==> src/rtl/glseq_pkg.sv <==
// Package for the gamepad link sequencer: types, constants and command tables.
package glseq_pkg;

  localparam int unsigned DATA_BYTES_DEF = 6;
  localparam int unsigned MAX_DATA_BYTES = 6;

  localparam logic [7:0] CMD_START   = 8'h01;
  localparam logic [7:0] CMD_ENTER   = 8'h43;
  localparam logic [7:0] CMD_ANALOG  = 8'h44;
  localparam logic [7:0] CMD_POLL    = 8'h42;
  localparam logic [7:0] CMD_EXIT_PAD = 8'h5A;
  localparam logic [7:0] CMD_LOCK    = 8'h03;
  localparam logic [7:0] CMD_IDLE    = 8'h00;
  localparam logic [7:0] ANALOG_ID   = 8'h73;
  localparam logic [7:0] ATTEMPT_MAX = 8'd254;
  localparam logic [7:0] LED_OFF     = 8'hFF;

  localparam logic [4:0] LEN_ENTER   = 5'd5;
  localparam logic [4:0] LEN_SETUP   = 5'd9;
  localparam logic [3:0] POLL_HDR    = 4'd3;

  typedef enum logic [2:0] {
    KIND_ENTER  = 3'd0,
    KIND_ANALOG = 3'd1,
    KIND_EXIT   = 3'd2,
    KIND_CHECK  = 3'd3,
    KIND_POLL   = 3'd4
  } frame_kind_t;

  function automatic logic [7:0] command_at(input frame_kind_t k, input logic [3:0] i);
    logic [7:0] c;
    c = CMD_IDLE;
    case (k)
      KIND_ENTER: begin
        case (i)
          4'd0: c = CMD_START;
          4'd1: c = CMD_ENTER;
          4'd3: c = CMD_START;
          default: c = CMD_IDLE;
        endcase
      end
      KIND_ANALOG: begin
        case (i)
          4'd0: c = CMD_START;
          4'd1: c = CMD_ANALOG;
          4'd3: c = CMD_START;
          4'd4: c = CMD_LOCK;
          default: c = CMD_IDLE;
        endcase
      end
      KIND_EXIT: begin
        case (i)
          4'd0: c = CMD_START;
          4'd1: c = CMD_ENTER;
          4'd4, 4'd5, 4'd6, 4'd7, 4'd8: c = CMD_EXIT_PAD;
          default: c = CMD_IDLE;
        endcase
      end
      default: begin
        case (i)
          4'd0: c = CMD_START;
          4'd1: c = CMD_POLL;
          default: c = CMD_IDLE;
        endcase
      end
    endcase
    return c;
  endfunction

endpackage

==> src/rtl/gamepad_link_sequencer_top.sv <==
// Byte-level host sequencer for a gamepad link: set-up retries, polling, LED select.
// Takes one reply word per cycle unless a result is held waiting for out_ready, and
// gives one result word for each. A reply is captured in an input register; the frame
// sequencing and state update run in a single combinational pass from there into the
// result register, and loading that register raises out_valid. While a finished result waits for
// out_ready the input register can still take one more word; in_ready then stays low
// until the result leaves. After reset the host is taken to have sent the first
// command word (0x01) of the enter-config frame already.
module gamepad_link_sequencer_top #(
  parameter int unsigned DATA_BYTES = glseq_pkg::DATA_BYTES_DEF
) (
  input  logic        clk,
  input  logic        rst_n,
  input  logic        in_valid,
  output logic        in_ready,
  input  logic [7:0]  in_reply_byte,
  output logic        out_valid,
  input  logic        out_ready,
  output logic [7:0]  out_next_command,
  output logic        out_starts_frame,
  output logic        out_ends_frame,
  output logic        out_polling,
  output logic [47:0] out_pad_bytes,
  output logic [7:0]  out_led_pattern_n,
  output logic        out_led_updated
);

  localparam logic [4:0] LEN_POLL = 5'(glseq_pkg::POLL_HDR) + 5'(DATA_BYTES);
  localparam logic [3:0] DB4      = 4'(DATA_BYTES);
  localparam logic [2:0] DB3      = 3'(DATA_BYTES);

  logic                   in_valid_r;
  logic [7:0]             reply_r;
  logic                   out_valid_r;
  logic                   advance;

  glseq_pkg::frame_kind_t frame_kind_r, frame_kind_nxt, kind_cur;
  logic [3:0]             byte_index_r, byte_index_nxt;
  logic [7:0]             attempt_r, attempt_nxt;
  logic [7:0]             mode_reply_r, mode_reply_nxt;
  logic [47:0]            data_r, data_nxt;
  logic [2:0]             shown_r, shown_nxt;
  logic                   armed_r, armed_nxt;
  logic [7:0]             led_r, led_nxt;

  logic [4:0]             flen;
  logic                   frame_end;
  logic [3:0]             pos;
  logic [7:0]             d0;
  logic [7:0]             shown_byte;
  logic                   updated;

  logic [7:0]             cmd_r;
  logic                   end_r;
  logic                   polling_r;
  logic                   upd_r;

  assign advance  = in_valid_r && (!out_valid_r || out_ready);
  assign in_ready = !in_valid_r || advance;

  always_comb begin
    case (frame_kind_r)
      glseq_pkg::KIND_ENTER, glseq_pkg::KIND_ANALOG, glseq_pkg::KIND_EXIT,
      glseq_pkg::KIND_CHECK, glseq_pkg::KIND_POLL: kind_cur = frame_kind_r;
      default: kind_cur = glseq_pkg::KIND_ENTER;
    endcase
  end

  always_comb begin
    case (kind_cur)
      glseq_pkg::KIND_ENTER: flen = glseq_pkg::LEN_ENTER;
      glseq_pkg::KIND_POLL:  flen = LEN_POLL;
      default:               flen = glseq_pkg::LEN_SETUP;
    endcase
  end

  assign frame_end = ({1'b0, byte_index_r} + 5'd1) >= flen;
  assign pos       = byte_index_r - glseq_pkg::POLL_HDR;

  // data capture and mode reply capture
  always_comb begin
    mode_reply_nxt = mode_reply_r;
    if (kind_cur == glseq_pkg::KIND_CHECK && byte_index_r == 4'd1) begin
      mode_reply_nxt = reply_r;
    end
    data_nxt = data_r;
    for (int j = 0; j < glseq_pkg::MAX_DATA_BYTES; j++) begin
      if (kind_cur == glseq_pkg::KIND_POLL && byte_index_r >= glseq_pkg::POLL_HDR &&
          pos < DB4 && pos == 4'(j)) begin
        data_nxt[8*j +: 8] = reply_r;
      end
    end
  end

  assign d0 = data_nxt[7:0];

  // next frame, attempt count and select handling
  always_comb begin
    frame_kind_nxt = kind_cur;
    byte_index_nxt = byte_index_r + 4'd1;
    attempt_nxt    = attempt_r;
    shown_nxt      = shown_r;
    armed_nxt      = armed_r;
    if (frame_end) begin
      byte_index_nxt = 4'd0;
      case (kind_cur)
        glseq_pkg::KIND_CHECK: begin
          attempt_nxt    = (attempt_r >= glseq_pkg::ATTEMPT_MAX) ? 8'd0 : attempt_r + 8'd1;
          frame_kind_nxt = (mode_reply_nxt == glseq_pkg::ANALOG_ID) ?
                           glseq_pkg::KIND_POLL : glseq_pkg::KIND_ENTER;
        end
        glseq_pkg::KIND_POLL: begin
          if (!d0[0] && !armed_r) begin
            armed_nxt = 1'b1;
          end else if (d0[0] && armed_r) begin
            shown_nxt = (shown_r + 3'd1 >= DB3) ? 3'd0 : shown_r + 3'd1;
            armed_nxt = 1'b0;
          end
        end
        glseq_pkg::KIND_ENTER:  frame_kind_nxt = glseq_pkg::KIND_ANALOG;
        glseq_pkg::KIND_ANALOG: frame_kind_nxt = glseq_pkg::KIND_EXIT;
        default:                frame_kind_nxt = glseq_pkg::KIND_CHECK;
      endcase
    end
  end

  always_comb begin
    shown_byte = 8'd0;
    for (int j = 0; j < glseq_pkg::MAX_DATA_BYTES; j++) begin
      if (shown_nxt == 3'(j) && shown_nxt < DB3) begin
        shown_byte = data_nxt[8*j +: 8];
      end
    end
  end

  // LED byte
  always_comb begin
    led_nxt = led_r;
    if (frame_end) begin
      case (kind_cur)
        glseq_pkg::KIND_CHECK: led_nxt = ~attempt_r;
        glseq_pkg::KIND_POLL:  led_nxt = ~shown_byte;
        default:               led_nxt = led_r;
      endcase
    end
    updated = led_nxt != led_r;
  end

  always_ff @(posedge clk) begin
    if (!rst_n) begin
      in_valid_r   <= 1'b0;
      out_valid_r  <= 1'b0;
      frame_kind_r <= glseq_pkg::KIND_ENTER;
      byte_index_r <= 4'd0;
      attempt_r    <= 8'd0;
      mode_reply_r <= 8'd0;
      data_r       <= 48'd0;
      shown_r      <= 3'd0;
      armed_r      <= 1'b0;
      led_r        <= glseq_pkg::LED_OFF;
    end else begin
      if (in_ready) begin
        in_valid_r <= in_valid;
      end
      if (advance) begin
        out_valid_r  <= 1'b1;
        frame_kind_r <= frame_kind_nxt;
        byte_index_r <= byte_index_nxt;
        attempt_r    <= attempt_nxt;
        mode_reply_r <= mode_reply_nxt;
        data_r       <= data_nxt;
        shown_r      <= shown_nxt;
        armed_r      <= armed_nxt;
        led_r        <= led_nxt;
      end else if (out_ready) begin
        out_valid_r <= 1'b0;
      end
    end
  end

  always_ff @(posedge clk) begin
    if (in_valid && in_ready) begin
      reply_r <= in_reply_byte;
    end
    if (advance) begin
      cmd_r     <= glseq_pkg::command_at(frame_kind_nxt, byte_index_nxt);
      end_r     <= frame_end;
      polling_r <= frame_kind_nxt == glseq_pkg::KIND_POLL;
      upd_r     <= updated;
    end
  end

  assign out_valid         = out_valid_r;
  assign out_next_command  = cmd_r;
  assign out_starts_frame  = end_r;
  assign out_ends_frame    = end_r;
  assign out_polling       = polling_r;
  assign out_pad_bytes     = data_r;
  assign out_led_pattern_n = led_r;
  assign out_led_updated   = upd_r;

endmodule

==> config.mk <==
export PLATFORM = sky130hd
export DESIGN_NAME = gamepad_link_sequencer_top
export DESIGN_NICKNAME = d
export VERILOG_FILES = /design/src/rtl/glseq_pkg.sv /design/src/rtl/gamepad_link_sequencer_top.sv
export SDC_FILE = /design/constraint.sdc
export NUM_CORES = 1
export LEC_CHECK = 0
export BUFFER_PORTS_ARGS = -buffer_cell sky130_fd_sc_hd__buf_2
export CAP_MARGIN = 20
export CORE_UTILIZATION = 45
export CTS_BUF_LIST = sky130_fd_sc_hd__clkbuf_16
export DETAILED_ROUTE_END_ITERATION = 8
export PLACE_DENSITY = 0.72
export SKIP_CTS_REPAIR_TIMING = 1
export SKIP_LAST_GASP = 1
export SLEW_MARGIN = 20
export SYNTH_ARGS = -nofsm -noshare
export SYNTH_HDL_FRONTEND = slang
export SYNTH_SLANG_ARGS = --single-unit
==> constraint.sdc <==
create_clock -name clk -period 8.07 [get_ports clk]
set_input_delay 0.807 -clock clk [delete_from_list [all_inputs] [get_ports clk]]
set_output_delay 0.807 -clock clk [all_outputs]
set_load 0.03 [all_outputs]
==> results of run 1 <==
## power by group
group / internal [mW] / switching [mW] / leakage [nW]
registers: 0.522 / 0.0184 / 0.839
logic: 0.0380 / 0.0762 / 1.61
clock network: 0.213 / 0.207 / 0.142
total: 0.773 / 0.301 / 2.59
## critical path, cell delays in order, from the launching register on
cell and delay [ps]:
dfxtp_1 610, ha_1 460, nor2b_1 340, o21ai_1 170, a21oi_4 480, mux2i_1 490, ha_1 280, nand2b_1 270
nor3_1 120, and3_1 270, nor2_4 280, o2111ai_1 180, a311o_1 380, nor4b_2 430, mux2i_1 260, o2111a_1 200
nand4_1 100
## through the flow
| step | hold WS, ps | instances | area (sq um) | worst slack [ps] |
|---|---|---|---|---|
| finish | 489 | 961 | 6810 | 2480 |
| CTS | 493 | 961 | 6810 | 2540 |
| floorplan | 476 | 734 | 6150 | 3720 |
| detailed placement | 482 | 945 | 6530 | 2590 |
| global placement | 477 | 945 | 6530 | 2820 |
| global route | 513 | 961 | 6810 | 2160 |
## cell usage in the layout (no fill, tap or decap), types with 20 or more instances in the layout
cell / instances
nand2_1: 134
a21oi_1: 29
nand3_1: 31
dfxtp_1: 85
nor2_1: 46
nor3_1: 20
buf_2: 79
a21boi_0: 50
o21ai_0: 27
mux2i_1: 37
## logic make-up after synthesis
logic type,after synthesis,share of synthesized area [%]
other,1,0.0610
adders and majority gates,13,2.65
and+or+nand+nor,319,26.7
muxes,42,6.94
buffers and inverters,64,5.29
AOI/OAI and AO/OA,181,21.2
DFF,101,35.5
xor gates and xnor gates,12,1.71
## sequential cells by signal, indices dropped and copies added (netlist names), 3 cells and up
register           flops
out_led_pattern_n      8
byte_index_r           4
out_pad_bytes         48
frame_kind_r           3
shown_r                3
attempt_r              8
out_next_command       5
mode_reply_r           8
reply_r                8
## final timing paths
kind	start	endpoint	slack, ps	depth (start not counted)
hold / removal	out_pad_bytes[1]	out_pad_bytes[1]	490	2
hold reg to reg	out_pad_bytes[1]	out_pad_bytes[1]	490	2
setup reg to reg	byte_index_r[0]	out_led_updated	2480	16
setup / recovery	byte_index_r[0]	out_led_updated	2480	16
## cells in the mapped netlist, drive strengths merged (5+ instances only)
| library cell | instances |
|---|---|
| nand2 | 136 |
| dfxtp | 85 |
| nor2 | 53 |
| a21boi | 52 |
| mux2i | 37 |
| o21ai | 35 |
| nand3 | 33 |
| a21oi | 31 |
| clkbuf | 25 |
| buf | 23 |
| nor3 | 21 |
| edfxtp | 16 |
| nor2b | 16 |
| inv | 15 |
| ha | 13 |
| a31oi | 12 |
| nand2b | 8 |
| nand4 | 8 |
| o211ai | 8 |
| a211oi | 7 |
| nor4b | 7 |
| xor2 | 7 |
| nor4 | 6 |
| o22ai | 6 |
| or3 | 6 |
| mux2 | 5 |
| o2111a | 5 |
| xnor2 | 5 |
## layer usage
metal / track usage [%] / vias to the layer above / share of wire [%]
li1: - / 2716 / -
met1: 35.3 / 2634 / 46
met4: 14.2 / 0 / 3.8
met5: 0 / - / 0
met2: 38.7 / 240 / 44
met3: 3.98 / 41 / 6.3
## final cells by class
cell class	count	area (sq um)
well taps	176	220
clock buffers	9	225
multi-input cells	569	3640
flip-flops and latches	101	2180
repair buffers	83	425
fillers	1326	6480
clock inverters	7	56.3
inverters	16	60.1
==> results.cfg, run 1 <==
[floorplan]
die_w_um = 119
core-area_sq_mm = 0.0133
ios = 82
rows = 42
initial_core_util_pct = 46.2
die_h_um = 119
die_area_sq_mm = 0.0141

[final_layout]
nets = 805
area_delta_synth_final_pct = 10.8
drive_above_1_share_pct = 17.8
utilization_pct = 51.2
diodes = 0

[clock_network]
htree_levels = 3
numCtsBuffers = 9
clk_latency_ps = 370
tritoncts = built
clkTransAtPathRegs_ps = 70
cts-root-buf = clkbuf_16
clockBufferDepth = 2
clock_sinks = 101

[routing]
antenna_left = 0
viasPerCell = 5.86
wire_per_inst_um = 18.4
vias = 5631
drc = 0
dr.pass1.iters = 5
drt_iter0_drc = 555
drt_wl_total_mm = 17.7

[sta]
slew_viol_final = 0
min_period_over_period_pct = 69.3
setup_tns_ps = 0
final-hold-violation-count = 0
worstMarginPinSlew_ps = 965
clock_skew_ps = 10.5
slew_headroom_pct = 35.1
rsz0062_at_grt = false
fin_crit_ps = 5590
fmax_ghz = 0.179
finalSetupViolCount = 0

[critical_path]
required_ps = 8160
crit_fanout = 17
cp-start-kind = flip-flop
path_class = reg -> reg
arrival_ps = 5680
endpoint_kind = flip-flop

[worst_hold_path]
hold_class = reg -> reg

[synth]
yosys_warnings = 0
netlist_instances = 733
synth_area_leaders = dfxtp_1 28%, nand2_1 8.2%, edfxtp_1 7.8%, a21boi_0 6.1%, mux2i_1 6.0%
syn_area_sq_mm = 0.00614
yosysTopAreaCell = dfxtp_1
synth.top_cell.area_share_pct = 27.7
synth_edf_count = 16
yosys_most_used_dff = dfxtp_1
synth_seq_cells = 101
synth.yosys.seq_area_share_pct = 35.5
synth_cell_types = 79
async_flop_share_pct = 0
synth.avg_cell_area_sq_um = 8.38

[global_route]
grt_pass1_vias = 5222
grt_pass1_wl_mm = 28.2
grt_overflow = 0
grt_use_total_pct = 25.8
grt_max_degree = 79
antenna_found_initial = 0

[placement]
port-buffer-count = 79
gp_congestion = 1.00
place_hpwl_mm = 12.5

[run]
maxCapViolCount = 0

[status]
status = finished clean

[power_and_ir_drop]
leakage_nw = 2.59
ir_worst_vdd_uv = 106
power_mw = 1.07
power_density_mw_per_mm2 = 158
No activity file was read; power rests on OpenSTA's default activity.
==> inputs of run 2 (changes only) <==
Settings changed: PLACE_DENSITY 0.72 to 0.74.
Clock period 8.07 ns to 4.8 ns, I/O delays scaled along.
==> run 2 against run 1 <==
- via count increased by 1.6%
- core utilization grew 0.86 points
- sequential power increased by 68%
- die area did not move
==> results.cfg, run 2 (same netlist as run 1, synthesis figures left out) <==
[status]
status = finished clean

[clock_network]
htree_levels = 3
clk_latency_ps = 350
cts-root-buf = clkbuf_16
numCtsBuffers = 9
tritoncts = built
clockBufferDepth = 2
clkTransAtPathRegs_ps = 70
clock_sinks = 101

[critical_path]
required_ps = 4880
cp-start-kind = flip-flop
r2r_cells = 17
r2r_end = out_led_updated
arrival_ps = 4600
crit_fanout = 9
r2r_setup_slack_ps = 280
path_class = reg -> reg
r2r-start = byte_index_r[1]
endpoint_kind = flip-flop

[power_and_ir_drop]
ir_worst_vdd_uv = 245
leakage_nw = 2.66
power_density_mw_per_mm2 = 260
power_mw = 1.80

[placement]
place_hpwl_mm = 12.7
dp_cells = 957
dp_slack_ps = 228
placed_area_sq_mm = 0.00662
gp_congestion = 0.945
port-buffer-count = 79

[sta]
clock_skew_ps = 10.2
slew_headroom_pct = 33.8
fin_crit_ps = 4520
rsz0062_at_grt = false
whs_ps = 296
final-hold-violation-count = 0
worstMarginPinSlew_ps = 986
fmax_ghz = 0.221
setup_slack_ps = 283
min_period_over_period_pct = 94.1
setup_tns_ps = 0
slew_viol_final = 0
finalSetupViolCount = 0

[worst_hold_path]
whs_path_depth = 1
hold_class = in -> reg
hold_end = reply_r[3]
min_from = in_reply_byte[3]

[floorplan]
die_area_sq_mm = 0.0141
initial_core_util_pct = 46.2
rows = 42
die_w_um = 119
die_h_um = 119
ios = 82
core-area_sq_mm = 0.0133

[global_route]
grt_overflow = 0
grt_pass1_wl_mm = 28.2
grt_pass1_vias = 5274
antenna_found_initial = 0
grt_max_degree = 78
grt_use_total_pct = 25.4

[routing]
antenna_left = 0
drc = 0
vias = 5722
wire_per_inst_um = 18.1
drt_iter0_drc = 794
drt_wl_total_mm = 17.6
dr.pass1.iters = 6
viasPerCell = 5.89

[final_layout]
final_common_cell = nand2_1
largest_register_ffs = 48
drive_above_1_share_pct = 19.2
final_cell_mix = 134 x nand2_1, 85 x dfxtp_1, 79 x buf_2, 50 x a21boi_0, 46 x nor2_1
final_area_sq_mm = 0.00692
nets = 817
area_delta_synth_final_pct = 12.7
diodes = 0
instances_no_fill = 972
utilization_pct = 52.1
fillers = 1291

[run]
maxCapViolCount = 0
==> run 2: power by group <==
| part | leakage [nW] | total, mW | internal, mW | switching, mW |
|---|---|---|---|---|
| Combinational | 1.68 | 0.204 | 0.0711 | 0.132 |
| Clock | 0.147 | 0.691 | 0.378 | 0.314 |
| Sequential | 0.839 | 0.906 | 0.877 | 0.0290 |
==> run 2: layout make-up <==
type	instances	area, sq um	area share (%)
inverter	16	60.1	0.867
timing repair buffer	95	515	7.44
clock inverter	5	28.8	0.416
sequential	101	2180	31.5
multi-input combinational	569	3670	53.0
clock buffer	10	250	3.61
tap	176	220	3.18
==> run 2: worst max-delay path, stage by stage, from the launching register on <==
cell and delay [ps]:
dfxtp_1 400, ha_1 230, buf_4 170, or3b_2 480, a21oi_4 150, mux2i_1 120
ha_1 230, nand2b_1 260, nor3_1 300, and3_2 300, nor2_4 60, buf_4 170
or3_1 350, o2111a_1 160, o31ai_2 270, a21oi_1 100, nor4_1 350, nand4_1 130
==> run 2: metal layers <==
metal / track usage, % / vias up / share of wire, %
met3: 4.93 / 44 / 6.8
met1: 34.5 / 2669 / 45
met2: 39.7 / 278 / 45
met5: 0 / - / 0
li1: - / 2731 / -
met4: 10.2 / 0 / 2.9
==> run 2: how the worst max path moves through the flow <==
stage,end,slack [ps],from
global placement,out_led_updated,390,byte_index_r[1]
finish,out_led_updated,280,byte_index_r[1]
global route,out_led_updated,5,byte_index_r[1]
CTS,out_led_updated,220,byte_index_r[1]
floorplan,out_led_updated,450,byte_index_r[1]
detailed placement,out_led_updated,230,byte_index_r[1]
